$ cat config.mk
export PLATFORM = sky130hd
export DESIGN_NAME = hid_descriptor_report_matcher_top_flat
export DESIGN_NICKNAME = d
export VERILOG_FILES = /design/src/hdl/hdrm_pkg.sv /design/src/hdl/hdrm_if.sv /design/src/hdl/hid_descriptor_report_matcher_top.sv /design/src/flat_wrapper.sv
export SDC_FILE = /design/constraint.sdc
export NUM_CORES = 1
export LEC_CHECK = 0
export BUFFER_PORTS_ARGS = -buffer_cell sky130_fd_sc_hd__buf_2
export CAP_MARGIN = 20
export CORE_MARGIN = 2
export CORE_UTILIZATION = 51
export DETAILED_ROUTE_END_ITERATION = 7
export PLACE_DENSITY = 0.78
export SYNTH_ARGS = -nofsm -noshare
export SYNTH_HDL_FRONTEND = slang
export SYNTH_SLANG_ARGS = --single-unit
export TNS_END_PERCENT = 20
$ cat constraint.sdc
create_clock -name clock -period 3.25 [get_ports clock]
set_input_delay 0.4875 -clock clock [delete_from_list [all_inputs] [get_ports clock]]
set_output_delay 0.4875 -clock clock [all_outputs]
set_load 0.005 [all_outputs]
$ cat src/hdl/hdrm_pkg.sv
// Package for the HID descriptor report matcher.
// Holds the channel payload types, item codes and register indexes.
// No dependencies; every other file imports it.
package hdrm_pkg;

   // Configuration register indexes.
   localparam int CsrIndexWidth = 2;
   localparam int CsrDataWidth  = 16;

   localparam logic [CsrIndexWidth-1:0] CSR_WANTED_REPORT_ID   = 2'd0;
   localparam logic [CsrIndexWidth-1:0] CSR_WANTED_FIELD_BITS  = 2'd1;
   localparam logic [CsrIndexWidth-1:0] CSR_WANTED_FIELD_COUNT = 2'd2;

   // Reset values of the configuration registers.
   localparam logic [7:0]  WANTED_REPORT_ID_RESET   = 8'd0;
   localparam logic [7:0]  WANTED_FIELD_BITS_RESET  = 8'd8;
   localparam logic [15:0] WANTED_FIELD_COUNT_RESET = 16'd0;

   // Descriptor item codes.
   localparam logic [7:0] LONG_ITEM_PREFIX = 8'hFE;
   localparam logic [1:0] KIND_MAIN        = 2'd0;
   localparam logic [1:0] KIND_GLOBAL      = 2'd1;
   localparam logic [3:0] TAG_REPORT_SIZE  = 4'd7;
   localparam logic [3:0] TAG_REPORT_ID    = 4'd8;
   localparam logic [3:0] TAG_REPORT_COUNT = 4'd9;
   localparam logic [3:0] TAG_FEATURE      = 4'd11;

   // Short item size codes.
   localparam logic [1:0] SIZE_CODE_ZERO = 2'd0;
   localparam logic [1:0] SIZE_CODE_ONE  = 2'd1;
   localparam logic [1:0] SIZE_CODE_TWO  = 2'd2;
   localparam logic [1:0] SIZE_CODE_FOUR = 2'd3;

   // Parser phases, one-hot.
   typedef enum logic [4:0] {
      PH_PREFIX    = 5'b00001,
      PH_DATA      = 5'b00010,
      PH_LONG_SIZE = 5'b00100,
      PH_LONG_TAG  = 5'b01000,
      PH_LONG_SKIP = 5'b10000
   } phase_type;

   // Channel payloads.
   typedef struct packed {
      logic [7:0] desc_byte;
      logic       final_byte;
   } req_payload_type;

   typedef struct packed {
      logic found;
      logic truncated;
   } rsp_payload_type;

   typedef struct packed {
      logic [CsrIndexWidth-1:0] reg_index;
      logic [CsrDataWidth-1:0]  write_data;
   } csr_payload_type;

   // Number of data bytes that follow a short item prefix.
   function automatic logic [2:0] data_byte_count(input logic [1:0] code);
      logic [2:0] size;
      begin
         case (code)
            SIZE_CODE_ZERO: size = 3'd0;
            SIZE_CODE_ONE:  size = 3'd1;
            SIZE_CODE_TWO:  size = 3'd2;
            default:        size = 3'd4;
         endcase
         return size;
      end
   endfunction

endpackage

$ cat src/hdl/hdrm_if.sv
// Valid/ready channel interfaces of the HID descriptor report matcher.
// Depends on hdrm_pkg for the payload types.
interface hdrm_req_if import hdrm_pkg::*; ();
   logic            valid;
   logic            ready;
   req_payload_type payload;

   modport source (output valid, output payload, input ready);
   modport sink (input valid, input payload, output ready);
endinterface

interface hdrm_rsp_if import hdrm_pkg::*; ();
   logic            valid;
   logic            ready;
   rsp_payload_type payload;

   modport source (output valid, output payload, input ready);
   modport sink (input valid, input payload, output ready);
endinterface

interface hdrm_csr_if import hdrm_pkg::*; ();
   logic            valid;
   logic            ready;
   csr_payload_type payload;

   modport source (output valid, output payload, input ready);
   modport sink (input valid, input payload, output ready);
endinterface

$ cat src/hdl/hid_descriptor_report_matcher_top.sv
// HID report descriptor matcher: parses descriptor bytes and reports a feature match.
// Depends on hdrm_pkg and the channel interfaces in hdrm_if.sv.
//
// Usage:
// The req channel carries one descriptor byte per word, with final_byte set on
// the last byte of a descriptor. The rsp channel gives at most one word per
// descriptor: found=1 at the first Feature item whose Report ID, Report Size
// and Report Count equal the configured values, or found=0 at the last byte,
// with truncated set when the descriptor ends inside a short item or a long
// item header. Bytes after a match are dropped until the last byte.
// The csr channel writes the three wanted values; it is always ready and must
// only be used while no descriptor is in progress.
// A result word is registered, in the skid register if the output is stalled.
// Throughput: one byte per cycle while req ready is high; the parser state is
// updated in the cycle a byte is accepted, so the state registers bound the rate.
// Results pass through an output register and a skid register, so input keeps
// flowing while one result waits; req ready drops only when both are full.
// Reset clears the parser, empties the result registers and restores the
// register defaults (report ID 0, size 8 bits, count 0).
module hid_descriptor_report_matcher_top
   import hdrm_pkg::*;
(
   input  logic        clock,
   input  logic        reset,
   hdrm_req_if.sink    req_chan,
   hdrm_rsp_if.source  rsp_chan,
   hdrm_csr_if.sink    csr_chan
);

   // Configuration registers.
   logic [7:0]  wanted_report_id_ff, wanted_report_id_in;
   logic [7:0]  wanted_field_bits_ff, wanted_field_bits_in;
   logic [15:0] wanted_field_count_ff, wanted_field_count_in;

   // Parser state.
   phase_type   phase_ff, phase_in;
   logic [2:0]  bytes_left_ff, bytes_left_in;
   logic [1:0]  byte_index_ff, byte_index_in;
   logic [1:0]  item_kind_ff, item_kind_in;
   logic [3:0]  item_label_ff, item_label_in;
   logic [7:0]  skip_count_ff, skip_count_in;
   logic [31:0] value_accum_ff, value_accum_in;
   logic [7:0]  cur_report_id_ff, cur_report_id_in;
   logic        cur_report_id_hi_ff, cur_report_id_hi_in;
   logic [7:0]  cur_field_bits_ff, cur_field_bits_in;
   logic        cur_field_bits_hi_ff, cur_field_bits_hi_in;
   logic [15:0] cur_field_count_ff, cur_field_count_in;
   logic        cur_field_count_hi_ff, cur_field_count_hi_in;
   logic        verdict_ff, verdict_in;

   // Result registers.
   logic            out_valid_ff, out_valid_in;
   rsp_payload_type out_ff, out_in;
   logic            skid_valid_ff, skid_valid_in;
   rsp_payload_type skid_ff, skid_in;

   logic            accept;
   logic            result_valid;
   rsp_payload_type result;
   logic            csr_write;

   assign accept    = req_chan.valid && req_chan.ready;
   assign csr_write = csr_chan.valid && csr_chan.ready;

   assign req_chan.ready  = !skid_valid_ff;
   assign csr_chan.ready  = 1'b1;
   assign rsp_chan.valid  = out_valid_ff;
   assign rsp_chan.payload = out_ff;

   // Register writes.
   always_comb begin
      wanted_report_id_in   = wanted_report_id_ff;
      wanted_field_bits_in  = wanted_field_bits_ff;
      wanted_field_count_in = wanted_field_count_ff;
      if (csr_write) begin
         unique case (csr_chan.payload.reg_index)
            CSR_WANTED_REPORT_ID:
               wanted_report_id_in = csr_chan.payload.write_data[7:0];
            CSR_WANTED_FIELD_BITS:
               wanted_field_bits_in = csr_chan.payload.write_data[7:0];
            CSR_WANTED_FIELD_COUNT:
               wanted_field_count_in = csr_chan.payload.write_data;
            default: begin
            end
         endcase
      end
   end

   // Byte parser: one descriptor byte moves the state on by one step.
   always_comb begin
      logic [7:0]  in_byte;
      logic        in_final;
      logic        finish_go;
      logic [1:0]  fin_kind;
      logic [3:0]  fin_label;
      logic [31:0] fin_value;
      logic [31:0] shifted;
      logic        matched;
      logic        match_hit;

      in_byte   = req_chan.payload.desc_byte;
      in_final  = req_chan.payload.final_byte;
      finish_go = 1'b0;
      fin_kind  = item_kind_ff;
      fin_label = item_label_ff;
      fin_value = value_accum_ff;
      matched   = 1'b0;

      phase_in              = phase_ff;
      bytes_left_in         = bytes_left_ff;
      byte_index_in         = byte_index_ff;
      item_kind_in          = item_kind_ff;
      item_label_in         = item_label_ff;
      skip_count_in         = skip_count_ff;
      value_accum_in        = value_accum_ff;
      cur_report_id_in      = cur_report_id_ff;
      cur_report_id_hi_in   = cur_report_id_hi_ff;
      cur_field_bits_in     = cur_field_bits_ff;
      cur_field_bits_hi_in  = cur_field_bits_hi_ff;
      cur_field_count_in    = cur_field_count_ff;
      cur_field_count_hi_in = cur_field_count_hi_ff;
      verdict_in            = verdict_ff;

      // Data byte placed at its little-endian position.
      shifted = {24'd0, in_byte} << {byte_index_ff, 3'd0};

      // Compare the tracked globals with the wanted values.
      match_hit = !cur_report_id_hi_ff && !cur_field_bits_hi_ff && !cur_field_count_hi_ff
                  && (cur_report_id_ff == wanted_report_id_ff)
                  && (cur_field_bits_ff == wanted_field_bits_ff)
                  && (cur_field_count_ff == wanted_field_count_ff);

      if (accept && !verdict_ff) begin
         unique case (phase_ff)
            PH_DATA: begin
               value_accum_in = value_accum_ff | shifted;
               byte_index_in  = byte_index_ff + 2'd1;
               bytes_left_in  = bytes_left_ff - 3'd1;
               if (bytes_left_ff == 3'd1) begin
                  phase_in  = PH_PREFIX;
                  finish_go = 1'b1;
                  fin_value = value_accum_ff | shifted;
               end
            end
            PH_LONG_SIZE: begin
               skip_count_in = in_byte;
               phase_in      = PH_LONG_TAG;
            end
            PH_LONG_TAG: begin
               phase_in = (skip_count_ff != 8'd0) ? PH_LONG_SKIP : PH_PREFIX;
            end
            PH_LONG_SKIP: begin
               skip_count_in = skip_count_ff - 8'd1;
               if (skip_count_ff == 8'd1) begin
                  phase_in = PH_PREFIX;
               end
            end
            default: begin
               if (in_byte == LONG_ITEM_PREFIX) begin
                  phase_in = PH_LONG_SIZE;
               end else begin
                  item_kind_in   = in_byte[3:2];
                  item_label_in  = in_byte[7:4];
                  value_accum_in = 32'd0;
                  byte_index_in  = 2'd0;
                  if (in_byte[1:0] == SIZE_CODE_ZERO) begin
                     phase_in  = PH_PREFIX;
                     finish_go = 1'b1;
                     fin_kind  = in_byte[3:2];
                     fin_label = in_byte[7:4];
                     fin_value = 32'd0;
                  end else begin
                     bytes_left_in = data_byte_count(in_byte[1:0]);
                     phase_in      = PH_DATA;
                  end
               end
            end
         endcase

         // A completed short item updates a global or checks a feature.
         if (finish_go) begin
            if (fin_kind == KIND_GLOBAL) begin
               if (fin_label == TAG_REPORT_SIZE) begin
                  cur_field_bits_in    = fin_value[7:0];
                  cur_field_bits_hi_in = |fin_value[31:8];
               end else if (fin_label == TAG_REPORT_ID) begin
                  cur_report_id_in    = fin_value[7:0];
                  cur_report_id_hi_in = |fin_value[31:8];
               end else if (fin_label == TAG_REPORT_COUNT) begin
                  cur_field_count_in    = fin_value[15:0];
                  cur_field_count_hi_in = |fin_value[31:16];
               end
            end else if (fin_kind == KIND_MAIN && fin_label == TAG_FEATURE) begin
               matched = match_hit;
            end
         end
      end

      // Result word: a match, or the verdict at the last byte.
      result_valid     = accept && !verdict_ff && (matched || in_final);
      result.found     = matched;
      result.truncated = !matched && (phase_in == PH_DATA || phase_in == PH_LONG_SIZE
                                      || phase_in == PH_LONG_TAG);
      if (matched) begin
         verdict_in = 1'b1;
      end

      // The last byte starts a fresh descriptor.
      if (accept && in_final) begin
         phase_in              = PH_PREFIX;
         bytes_left_in         = 3'd0;
         byte_index_in         = 2'd0;
         item_kind_in          = 2'd0;
         item_label_in         = 4'd0;
         skip_count_in         = 8'd0;
         value_accum_in        = 32'd0;
         cur_report_id_in      = 8'd0;
         cur_report_id_hi_in   = 1'b0;
         cur_field_bits_in     = 8'd0;
         cur_field_bits_hi_in  = 1'b0;
         cur_field_count_in    = 16'd0;
         cur_field_count_hi_in = 1'b0;
         verdict_in            = 1'b0;
      end
   end

   // Output register with a skid register behind it.
   always_comb begin
      out_valid_in  = out_valid_ff;
      out_in        = out_ff;
      skid_valid_in = skid_valid_ff;
      skid_in       = skid_ff;
      if (!out_valid_ff || rsp_chan.ready) begin
         if (skid_valid_ff) begin
            out_valid_in  = 1'b1;
            out_in        = skid_ff;
            skid_valid_in = 1'b0;
         end else begin
            out_valid_in = result_valid;
            out_in       = result;
         end
      end else if (result_valid) begin
         skid_valid_in = 1'b1;
         skid_in       = result;
      end
   end

   always_ff @(posedge clock) begin
      if (reset) begin
         wanted_report_id_ff   <= WANTED_REPORT_ID_RESET;
         wanted_field_bits_ff  <= WANTED_FIELD_BITS_RESET;
         wanted_field_count_ff <= WANTED_FIELD_COUNT_RESET;
         phase_ff              <= PH_PREFIX;
         bytes_left_ff         <= 3'd0;
         byte_index_ff         <= 2'd0;
         item_kind_ff          <= 2'd0;
         item_label_ff         <= 4'd0;
         skip_count_ff         <= 8'd0;
         value_accum_ff        <= 32'd0;
         cur_report_id_ff      <= 8'd0;
         cur_report_id_hi_ff   <= 1'b0;
         cur_field_bits_ff     <= 8'd0;
         cur_field_bits_hi_ff  <= 1'b0;
         cur_field_count_ff    <= 16'd0;
         cur_field_count_hi_ff <= 1'b0;
         verdict_ff            <= 1'b0;
         out_valid_ff          <= 1'b0;
         skid_valid_ff         <= 1'b0;
      end else begin
         wanted_report_id_ff   <= wanted_report_id_in;
         wanted_field_bits_ff  <= wanted_field_bits_in;
         wanted_field_count_ff <= wanted_field_count_in;
         phase_ff              <= phase_in;
         bytes_left_ff         <= bytes_left_in;
         byte_index_ff         <= byte_index_in;
         item_kind_ff          <= item_kind_in;
         item_label_ff         <= item_label_in;
         skip_count_ff         <= skip_count_in;
         value_accum_ff        <= value_accum_in;
         cur_report_id_ff      <= cur_report_id_in;
         cur_report_id_hi_ff   <= cur_report_id_hi_in;
         cur_field_bits_ff     <= cur_field_bits_in;
         cur_field_bits_hi_ff  <= cur_field_bits_hi_in;
         cur_field_count_ff    <= cur_field_count_in;
         cur_field_count_hi_ff <= cur_field_count_hi_in;
         verdict_ff            <= verdict_in;
         out_valid_ff          <= out_valid_in;
         skid_valid_ff         <= skid_valid_in;
      end
   end

   // Result payload registers need no reset.
   always_ff @(posedge clock) begin
      out_ff  <= out_in;
      skid_ff <= skid_in;
   end

endmodule

$ cat src/flat_wrapper.sv
// flat-port wrapper written by rule: the top's interface ports become plain ports
module hid_descriptor_report_matcher_top_flat import hdrm_pkg::*;
  (clock, reset, req_chan_valid, req_chan_payload, req_chan_ready, rsp_chan_valid, rsp_chan_payload, rsp_chan_ready, csr_chan_valid, csr_chan_payload, csr_chan_ready);
  hdrm_req_if req_chan_i ();
  hdrm_rsp_if rsp_chan_i ();
  hdrm_csr_if csr_chan_i ();
  input  logic clock;
  input  logic reset;
  input wire logic [$bits(req_chan_i.valid)-1:0] req_chan_valid;
  input wire logic [$bits(req_chan_i.payload)-1:0] req_chan_payload;
  output wire logic [$bits(req_chan_i.ready)-1:0] req_chan_ready;
  output wire logic [$bits(rsp_chan_i.valid)-1:0] rsp_chan_valid;
  output wire logic [$bits(rsp_chan_i.payload)-1:0] rsp_chan_payload;
  input wire logic [$bits(rsp_chan_i.ready)-1:0] rsp_chan_ready;
  input wire logic [$bits(csr_chan_i.valid)-1:0] csr_chan_valid;
  input wire logic [$bits(csr_chan_i.payload)-1:0] csr_chan_payload;
  output wire logic [$bits(csr_chan_i.ready)-1:0] csr_chan_ready;
  assign req_chan_i.valid = req_chan_valid;
  assign req_chan_i.payload = req_chan_payload;
  assign req_chan_ready = req_chan_i.ready;
  assign rsp_chan_valid = rsp_chan_i.valid;
  assign rsp_chan_payload = rsp_chan_i.payload;
  assign rsp_chan_i.ready = rsp_chan_ready;
  assign csr_chan_i.valid = csr_chan_valid;
  assign csr_chan_i.payload = csr_chan_payload;
  assign csr_chan_ready = csr_chan_i.ready;
  hid_descriptor_report_matcher_top u_core (.clock(clock), .reset(reset), .req_chan(req_chan_i), .rsp_chan(rsp_chan_i), .csr_chan(csr_chan_i));
endmodule
# Word level (Yosys, flattened, before mapping)
# Cells that the tools add are included.
# W data, S select, Z words.
dict set report totals {
  reg_bits 130
  input_bits 32
  output_inout_bits 5
  word_cells 142
}
dict set report classes {
  n_addsub 3
  eq_ne 24
  shift 1
  n_mux 40
  bitwise_logic 7
  n_reduce_logical 44
}
# operator count
set ops {}
lappend ops {{$mux W32} 5}
lappend ops {{$pmux W32 S2} 2}
lappend ops {{$or A32 B32 Y32} 1}
lappend ops {{$shl A8 B5 Y32} 1}
lappend ops {{$mux W5} 5}
lappend ops {{$reduce_or A24 Y1} 1}
lappend ops {{$pmux W5 S4} 1}
lappend ops {{$eq A16 B16 Y1} 1}
lappend ops {{$eq A8 B8 Y1} 2}
lappend ops {{$mux W4} 4}
lappend ops {{$pmux W8 S2} 1}
lappend ops {{$reduce_or A16 Y1} 1}
lappend ops {{$mux W2} 7}
lappend ops {{$eq A4 B4 Y1 const B} 3}
lappend ops {{$pmux W3 S2} 2}
lappend ops {{$logic_and A1 B1 Y1} 11}
lappend ops {{$eq A5 B2 Y1 const B} 2}
lappend ops {{$eq A5 B3 Y1 const B} 2}
lappend ops {{$eq A5 B4 Y1 const B} 2}
lappend ops {{$reduce_and A2 Y1} 5}
lappend ops {{$mux W1} 9}
lappend ops {{$eq A8 B1 Y1 const B} 1}
lappend ops {{$eq A8 B8 Y1 const B} 1}
lappend ops {{$reduce_and A4 Y1} 2}
lappend ops {{24 further kinds} 47}

# Longest topological paths before layout
dict set report depth {
  depth_word 14
  depth_mapped 12
  ltp_nobuf 9
}

# Least setup slack after synthesis
# OpenSTA, ideal clock, no wires.
dict set report synth_timing {
  path_type {input-to-reg}
  startpoint {in req_chan_payload[1]}
  endpoint {reg u_core.skid_ff[0] (netlist bit) (enable)}
  setup_ns 0.309
  arrival_ns 2.147
  required_time_ns 2.941
  path_slack_ns 0.794
  cell_stages 10
  n_path_buf 1
  path_cell_list {clkbuf_1 -> inv_1 -> ha_1 -> nand3_1 -> or2_2 -> o211ai_4 -> mux2i_1 -> and4_1 -> o21ai_2 -> nor2_1}
}
dict set report synth_via {
  elab_chain_cells 14
  elab_cells_between_ends 25
  classes_between {eq/ne (3); mux (16); reduce/logical (6)}
}
# element line_no
set synth_rtl {}
lappend synth_rtl {{start: declaration} flat_wrapper.sv:10} ;# input wire logic [$bits(req_chan_i.payload)-1:0] req_chan_payload;
lappend synth_rtl {{$logic_not A2 Y1} hid_descriptor_report_matcher_top.sv:166} ;# if (in_byte[1:0] == SIZE_CODE_ZERO) begin
lappend synth_rtl {{$mux W4 or $mux W2 (tied branches)} hid_descriptor_report_matcher_top.sv:166}
lappend synth_rtl {{$mux W4 or $mux W2 (tied branches)} hid_descriptor_report_matcher_top.sv:159} ;# if (in_byte == LONG_ITEM_PREFIX) begin
lappend synth_rtl {{$mux W4 or $mux W2 (tied branches)} hid_descriptor_report_matcher_top.sv:134} ;# unique case (phase_ff)
lappend synth_rtl {{$mux W4 or $mux W2 (tied branches)} hid_descriptor_report_matcher_top.sv:133} ;# if (accept && !verdict_ff) begin
lappend synth_rtl {{$eq A4 B4 Y1 or $logic_not A2 Y1 (tied branches)} hid_descriptor_report_matcher_top.sv:193} ;# end else if (fin_kind == KIND_MAIN && fin_label == TAG_FEATURE) begin
lappend synth_rtl {{$logic_and A1 B1 Y1} hid_descriptor_report_matcher_top.sv:193}
lappend synth_rtl {{$mux W1} hid_descriptor_report_matcher_top.sv:193}
lappend synth_rtl {{$mux W1} hid_descriptor_report_matcher_top.sv:182} ;# if (fin_kind == KIND_GLOBAL) begin
lappend synth_rtl {{$mux W1 (*)} hid_descriptor_report_matcher_top.sv:181} ;# if (finish_go) begin
lappend synth_rtl {{$mux W1 (*)} hid_descriptor_report_matcher_top.sv:133}
lappend synth_rtl {{$logic_or A1 B1 Y1 (*)} hid_descriptor_report_matcher_top.sv:200} ;# result_valid = accept && !verdict_ff && (matched || in_final);
lappend synth_rtl {{$logic_and A1 B1 Y1 (*)} hid_descriptor_report_matcher_top.sv:200}
lappend synth_rtl {{$reduce_and A2 Y1 (no line) (*)} --}
lappend synth_rtl {{end signal: assignment} hid_descriptor_report_matcher_top.sv:295} ;# skid_ff <= skid_in;
lappend synth_rtl {{end: declaration} hid_descriptor_report_matcher_top.sv:55} ;# rsp_payload_type skid_ff, skid_in;
# Every way passes the cells marked *; elsewhere a longest branch is shown, timed or not. The select of a mux whose other input is x is not followed.
# A chain may end at the register's enable or synchronous reset.

# Worst setup path in the final report
dict set report layout_timing {
  startpoint {reg u_core.phase_ff[4]}
  endpoint {reg u_core.skid_ff[0] (netlist bit) (enable)}
}
dict set report layout_via {
  elab_chain_cells 13
  elab_cells_between_ends 23
  classes_between {eq/ne (6); mux (10); reduce/logical (7)}
}
# element line_no
set layout_rtl {}
lappend layout_rtl {{start: declaration} hid_descriptor_report_matcher_top.sv:36} ;# phase_type phase_ff, phase_in;
lappend layout_rtl {{start signal: assignment} hid_descriptor_report_matcher_top.sv:273} ;# phase_ff <= phase_in;
lappend layout_rtl {{$eq A5 B2 Y1, or another cell as far along} hid_descriptor_report_matcher_top.sv:134}
lappend layout_rtl {{$reduce_or A4 Y1 (no line)} --}
lappend layout_rtl {{$mux W4 or $mux W2 (tied branches)} hid_descriptor_report_matcher_top.sv:134}
lappend layout_rtl {{$mux W4 or $mux W2 (tied branches)} hid_descriptor_report_matcher_top.sv:133}
lappend layout_rtl {{$eq A4 B4 Y1 or $logic_not A2 Y1 (tied branches)} hid_descriptor_report_matcher_top.sv:193}
lappend layout_rtl {{$logic_and A1 B1 Y1} hid_descriptor_report_matcher_top.sv:193}
lappend layout_rtl {{$mux W1} hid_descriptor_report_matcher_top.sv:193}
lappend layout_rtl {{$mux W1} hid_descriptor_report_matcher_top.sv:182}
lappend layout_rtl {{$mux W1 (*)} hid_descriptor_report_matcher_top.sv:181}
lappend layout_rtl {{$mux W1 (*)} hid_descriptor_report_matcher_top.sv:133}
lappend layout_rtl {{$logic_or A1 B1 Y1 (*)} hid_descriptor_report_matcher_top.sv:200}
lappend layout_rtl {{$logic_and A1 B1 Y1 (*)} hid_descriptor_report_matcher_top.sv:200}
lappend layout_rtl {{$reduce_and A2 Y1 (no line) (*)} --}
# Marked as above.

==> flow_metrics.tcl <==
set metrics [dict create \
    hold_buffers 0 \
    fp.dieW_um 113 \
    hold_ws_ns 0.317 \
    antenna_left 0 \
    p_leak_nw 2.79 \
    start_kind "flop" \
    tns_ns 0 \
    crit_arrival_ns 3.12 \
    async_flop_share_pct 0 \
    worst_slew_pin_slew_ns 0.957 \
    drc 0 \
    yosysTopAreaCell "dfxtp_1" \
    ios 37 \
    netlist_area_um2 6010 \
    tritoncts "done" \
    synth_fp_nets 719 \
    overflow 0 \
    core_area_um2 11500 \
    synth_ff_type "dfxtp_1" \
    vias_per_cell 5.85 \
    synth_cell_types 66 \
    grt_first_pass_wirelength_um 23600 \
    vdd_drop_max_mv 0.360 \
    yosysWarnings 0 \
    drt-total-wl_um 14300 \
    end_kind "flop" \
    power_mw 3.62 \
    final_cell_mix "dfxtp_1 (126), nor2_1 (107), nand2_1 (61), a21oi_1 (59), mux2i_1 (45)" \
    drv_cap 0 \
    first_global_vias 4782 \
    dpl.hpwl_um 9800 \
    ctsResizeCount 0 \
    cp.required_ns 3.34 \
    hold_class "primary input to flop" \
    critPathMaxFanout 26 \
    insertion_delay_ns 0.41 \
    drtPass1Iterations 4 \
    worstSetupPathType "flop to flop" \
    root_buffer "clkbuf_16" \
    nets 743 \
    fin_worst_skew_ns 0.00663 \
    crit_start "u_core.phase_ff[4]" \
    first_iter_violations 500 \
    cts_setup_buffers 0 \
    synth-seq-cells 130 \
    cts_made_buffers 17 \
    cts-htree-levels 4 \
    power_density_nw_per_um2 535 \
    ys_seq_area_share_pct 43.9 \
    setup-violations-final 0 \
    port_buffers 35 \
    synth_edf_count 4 \
    rsz0062_at_grt "no" \
    antenna_cells 0 \
    synthCells 679 \
    final_common_cell "dfxtp_1" \
    synth_area_leaders "dfxtp_1 (42%), mux2i_1 (7.5%), nor2_1 (6.7%), a21oi_1 (4.9%), xor2_1 (4.5%)" \
    track_usage_pct 23.0 \
    initial_core_util_pct 52.4 \
    clk_path_buf_depth 2 \
    grt_max_degree 46 \
    netlist.area_leader.share_pct 41.9 \
    rows 39 \
    max_freq_mhz 331 \
    antenna_found_initial 0 \
    min_from "csr_chan_payload[12]" \
    max_slew_margin_pct 36.1 \
    die_h_um 113 \
    wl_per_cell_um 16.7 \
    clkSinkCount 130 \
    status "completed" \
    layout_min_cycle_time_ns 3.02 \
    area_growth_pct 12.7 \
    path_clk_slew_ns 0.05 \
    place_congestion 0.918 \
    vias 5007 \
    rr_startpoint "u_core.phase_ff[4]" \
    layout-drive-gt1-share_pct 13.3 \
    final_hold_viol_count 0 \
    die_area_um2 12700 \
    drv_slew 0 \
    avgSynthCellArea_um2 8.86 \
    finalCritPeriodShare_pct 93.0 \
]
==> report_power, final <==
part           switching [mW]  total [mW]  internal (mW)
clock network           0.658        1.69           1.04
logic                   0.168       0.267         0.0990
registers              0.0280        1.66           1.63
total                   0.854        3.62           2.77
==> cell families after synthesis <==
logic type,synth area share [%]
and+or+nand+nor,21.1
other,0.0624
adders and majority gates,1.66
xor gates and xnor gates,5.24
muxes,7.49
buffers and inverters,4.58
DFF,43.9
AOI/OAI and AO/OA,16.0
==> final cells by class <==
class	count	area, um2
tap	143	179
multi-input combinational	492	3100
timing repair buffer	48	285
clock buffer	20	437
clock inverter	9	87.6
sequential	130	2640
fill	966	4690
inverter	14	52.6
==> synthesized netlist by cell type, types with 5 or more instances <==
master / instances
nand2_1: 61
o21ai_0: 17
a22oi_1: 10
ha_1: 8
nor2b_1: 11
nand3_1: 6
nor4_1: 16
nand4_1: 7
a22o_1: 10
clkbuf_1: 28
nor2_1: 107
nor3_1: 19
buf_6: 6
inv_1: 14
dfxtp_1: 126
xnor2_1: 5
mux2i_1: 45
a21oi_1: 59
xor2_1: 31
a221oi_1: 9
nand2b_1: 5
==> registers in the layout, indices dropped and copies added (netlist names), 2 cells and up <==
name                          flops
u_core.value_accum_ff            32
u_core.cur_field_count_ff        16
u_core.wanted_field_count_ff     16
u_core.cur_field_bits_ff          8
u_core.cur_report_id_ff           8
u_core.skip_count_ff              8
u_core.wanted_field_bits_ff       8
u_core.wanted_report_id_ff        8
u_core.phase_ff                   5
u_core.item_label_ff              4
u_core.bytes_left_ff              3
u_core.byte_index_ff              2
u_core.item_kind_ff               2
u_core.rsp_chan.payload           2
u_core.skid_ff                    2
==> stage by stage <==
step	instances	area [um2]	setup WS, ns	utilization (%)
finish	856	6780	0.228	59.1
global route	856	6780	0.0607	59.1
CTS	856	6780	0.236	59.1
detailed placement	827	6250	0.231	54.5
global placement	827	6250	0.451	54.5
floorplan	679	6010	0.794	-
==> critical path, cell delays in order (launching register included) <==
cell      delay [ns]
dfxtp_1         0.50
or4b_1          0.55
o311a_4         0.18
o211ai_4        0.60
mux2i_1         0.31
and4_1          0.29
o21ai_2         0.09
nor2_1          0.19
==> routing by layer <==
metal	vias up	share of wire (%)	track usage [%]	wire length [um]
li1	2418	-	-	-
met1	2397	44	30.7	6340
met2	170	49	36.6	6940
met3	22	5.4	5.02	778
met4	0	1.7	8.54	240
met5	-	0	0	0
==> final timing paths <==
kind              slack (ns)                               end  cells past startpoint
setup / recovery        0.23                 u_core.skid_ff[0]                      7
hold / removal          0.32  u_core.wanted_field_count_ff[12]                      3
setup reg to reg        0.23                 u_core.skid_ff[0]                      7
hold reg to reg         0.45            u_core.item_kind_ff[1]                      2
Note: power is estimated with default switching activity, not from simulation.
